===== config.mk =====
export PLATFORM = sky130hd
export DESIGN_NAME = pilr_cell
export DESIGN_NICKNAME = d
export VERILOG_FILES = /design/src/sv/pilr_pkg.sv /design/src/sv/pilr_cell.sv
export SDC_FILE = /design/constraint.sdc
export NUM_CORES = 1
export LEC_CHECK = 0
export BUFFER_PORTS_ARGS = -buffer_cell sky130_fd_sc_hd__buf_2
export CORE_MARGIN = 2
export CORE_UTILIZATION = 28
export DETAILED_ROUTE_END_ITERATION = 10
export PLACE_DENSITY = 0.58
export SYNTH_ARGS = -nofsm -noshare
export SYNTH_HDL_FRONTEND = slang
export SYNTH_SLANG_ARGS = --single-unit

===== constraint.sdc =====
create_clock -name clk -period 5.8 [get_ports clk]
set_input_delay 1.16 -clock clk [delete_from_list [all_inputs] [get_ports clk]]
set_output_delay 1.16 -clock clk [all_outputs]
set_load 0.1 [all_outputs]

===== src/sv/pilr_pkg.sv =====
// Shared constants, types and helpers for the positional insert/remove list.
package pilr_pkg;

  // List geometry
  localparam int DEPTH       = 512;
  localparam int ENTRY_WIDTH = 32;

  // Fixed field widths of the stream items
  localparam int ACT_W   = 1;
  localparam int POS_W   = 10;
  localparam int VAL_W   = 32;
  localparam int STAT_W  = 2;
  localparam int OCNT_W  = 10;
  localparam int S_DATA_W = 48;
  localparam int M_DATA_W = 48;
  localparam int S_PAD_W  = S_DATA_W - ACT_W - POS_W - VAL_W;
  localparam int M_PAD_W  = M_DATA_W - VAL_W - STAT_W - OCNT_W;

  // Internal widths
  localparam int CNT_W = $clog2(DEPTH + 1);
  localparam int CMP_W = (POS_W > CNT_W) ? POS_W : CNT_W;

  // Fan-in of one node of the read-out tree
  localparam int FAN = 8;

  // Action codes
  localparam logic ACT_INSERT = 1'b0;
  localparam logic ACT_REMOVE = 1'b1;

  // Result status codes
  typedef enum logic [STAT_W-1:0] {
    STAT_OK    = 2'd0,
    STAT_RANGE = 2'd1,
    STAT_FULL  = 2'd2,
    STAT_EMPTY = 2'd3
  } status_t;

  // Command broadcast to every cell
  typedef struct packed {
    logic                   ins;
    logic                   rem;
    logic [CMP_W-1:0]       pos;
    logic [ENTRY_WIDTH-1:0] value;
  } cmd_t;

  // Number of nodes at a given tree level (level 0 holds the cell taps)
  function automatic int level_nodes(input int lvl);
    int n;
    n = DEPTH;
    for (int i = 0; i < lvl; i++) begin
      n = (n + FAN - 1) / FAN;
    end
    return n;
  endfunction

  // Number of registered tree levels down to a single node
  function automatic int tree_levels();
    int n;
    int l;
    n = DEPTH;
    l = 0;
    while (n > 1 || l == 0) begin
      n = (n + FAN - 1) / FAN;
      l++;
    end
    return l;
  endfunction

  // Offset of a level's nodes in the flat node store (levels from 1)
  function automatic int level_offset(input int lvl);
    int off;
    off = 0;
    for (int i = 1; i < lvl; i++) begin
      off += level_nodes(i);
    end
    return off;
  endfunction

  localparam int LEVELS      = tree_levels();
  localparam int TREE_NODES  = level_offset(LEVELS + 1);

endpackage


===== src/sv/pilr_cell.sv =====
// One list slot: holds an entry and shifts with its neighbors on insert or remove.
module pilr_cell
  import pilr_pkg::*;
(
  input  logic                   clk,
  input  logic [CMP_W-1:0]       idx,        // fixed slot number
  input  cmd_t                   cmd,
  input  logic [ENTRY_WIDTH-1:0] left_data,  // slot idx-1
  input  logic [ENTRY_WIDTH-1:0] right_data, // slot idx+1
  output logic [ENTRY_WIDTH-1:0] data,
  output logic [ENTRY_WIDTH-1:0] tap         // entry when this slot is removed, else zero
);

  // Slot update: load the value at an insert position, shift up above it, shift down from a remove
  always_ff @(posedge clk) begin
    if (cmd.ins && idx > cmd.pos) begin
      data <= left_data;
    end else if (cmd.ins && idx == cmd.pos) begin
      data <= cmd.value;
    end else if (cmd.rem && idx >= cmd.pos) begin
      data <= right_data;
    end
  end

  // Read-out tap for the removed entry
  assign tap = (cmd.rem && idx == cmd.pos) ? data : '0;

endmodule


==> run metrics <==
post-synth top area cell edfxtp_1; total power 0.8848 mW; RSZ-0062 raised after global routing false; Post-DRT Antenna Nets 0; largest net degree at the start of global routing 34; Synth top area share between 30% and 40%; Synthesized Nets 311; period utilization 76.87%; largest register by flop count data; Pre-antenna DRT Iters 4; worst setup path endpoint tap[23]; GR Util met1 15.75%; Worst EP required between 4 and 5 ns; Fill cells 848; NumNets Final just under 500; drt wl/cell roughly 14 µm; Placement Rows 34; die area between 9000 and 10000 µm²; Min-Delay Path Depth 2; Slew @ Worst Pin about 1.1 ns; total congestion overflow 0; IO Port Bufs 182; Critical Path AT 3.30 ns; Hold Crit Class in2reg; Worst Setup Path Type in2out; crit start category input port; fin crit period 4.458 ns; core outline area approximately 8600 µm²; number of CTS-inserted buffers 5; sequential-to-total area share from yosys stat between 30 and 40%; normalized max-slew margin 26.17%; Die H slightly below 100 µm; synth top area cells edfxtp_1 39%, mux2_4 18%, mux2_1 9.2%; Post-Layout Cell Count around 470; max reg flops 32; CTS Hold Bufs 0; antenna cells 0; final setup violation count 0; synth-to-layout area growth 42.32%; H-tree lvl count 2; Power Dens Cells 253.7 nW/µm²; met2 GRT Util 23.77%; vias 2069; status completed; number of synthesized flops with an enable pin 32; CTS resizes 0; GP Congestion 0.7649; clk sink count 32; first-pass GRT wire length 10030 µm; post-route setup TNS 0 ns; Top Registers data x32; HPWL after DPL between 4000 and 5000 µm; clk slew on worst S/H paths 0.07 ns; dpl cell area 3405 µm²; synthesized flop and latch total 32; Synth Instances 182; Mapped Area 2451 µm²; Ys Warns 0; max-cap violation count 0; num ports around 180; Post-synth top flop edfxtp_1; CTS tree done; Longest Clk Path Bufs 2; drt initial violations 21; Setup Buffers After CTS 0; f_max 0.2243 GHz; Syn Area/Cell roughly 13 µm²; CP endpoint kind output pin; Initial Utilization between 20% and 30%; crit path from cmd[40]; max-slew violation count 0; grt met3 use 3.165%; Pleak 1.867 nW; Non-Filler Cell Area, Final approximately 3500 µm²; number of global-route vias before repair a little over 2k; die width roughly 98 µm; via/cell ratio 4.412; placed cell count about 460; share of the core filled with cells 40.59%; clock tree root driver cell clkbuf_8; Post-Route WL approximately 6500 µm; fraction of layout cells with a size suffix above 1 67.04%; initial antenna violation count 0; Top Usage Layer GRT met2; peak supply drop about 0.10 mV; Commonest cells post-synth 32 x and3_1, 32 x edfxtp_1, 30 x mux2_4, 20 x mux2_1, 14 x mux2_2; total track usage 13.20%; Synth cell types 24; Post-synth ARST share 0%; Fin. Hold Viols 0; register area roughly 960 µm²; # DRC 0; multi-input logic area 1321 µm²; critical path peak fanout 21
cell families after synthesis:
| logic type | after synthesis | synth area share [%] |
|---|---|---|
| muxes | 64 | 34.00 |
| DFF | 32 | 39.20 |
| and+or+nand+nor | 42 | 11.89 |
| adders and majority gates | 10 | 5.105 |
| AOI/OAI and AO/OA | 8 | 2.450 |
| buffers and inverters | 26 | 7.351 |
per-stage QoR:
stage | worst slack (ns) | hold WS (ns)
global route | 1.152 | 1.164
floorplan | 1.497 | 1.377
global placement | 1.368 | 1.462
CTS | 1.313 | 1.168
finish | 1.342 | 1.182
detailed placement | 1.312 | 1.465
report_power, final:
part / internal, mW / switching (mW)
logic: 0.100 / 0.307
registers: 0.298 / 0.0158
clock network: 0.0831 / 0.0805
total: 0.482 / 0.403
routing by layer:
layer / part of all wire, % / vias to the layer above
li1: - / 1033
met1: 42 / 934
met2: 50 / 100
met3: 7.4 / 2
met4: 0.65 / 0
met5: 0 / -
critical path, cell delays in order:
cell	delay [ns]
buf_2	0.07
inv_1	0.03
ha_1	0.30
nand4_2	0.17
nor3_4	0.62
buf_4	0.34
and3_1	0.18
buf_2	0.42
cells in the final DEF, fill, tap and decap left out, types with 2 or more instances in the layout:
cell type	n
buf_2	182
and3_1	32
edfxtp_1	32
mux2_4	30
mux2_1	20
mux2_2	14
inv_1	13
ha_1	10
clkbuf_8	5
nand4_2	2
nand2_1	2
a21oi_1	2
nor2_1	2
area by class of cell:
cell class | count | area share (%)
flip-flops and latches | 32 | 27.55
well taps | 108 | 3.874
clock inverters | 2 | 0.3228
repair buffers | 184 | 26.90
clock buffers | 6 | 2.080
inverters | 13 | 1.399
multi-input cells | 124 | 37.88
how the worst min path moves through the flow:
stage | start | endpoint | slack (ns)
finish | left_data[23] | data[23]$_DFFE_PP_ | 1.18
global route | left_data[4] | data[4]$_DFFE_PP_ | 1.16
CTS | left_data[23] | data[23]$_DFFE_PP_ | 1.17
detailed placement | left_data[22] | data[22]$_DFFE_PP_ | 1.46
global placement | left_data[25] | data[25]$_DFFE_PP_ | 1.46
floorplan | left_data[10] | data[10]$_DFFE_PP_ | 1.38
No activity file was read; power rests on OpenSTA's default activity.
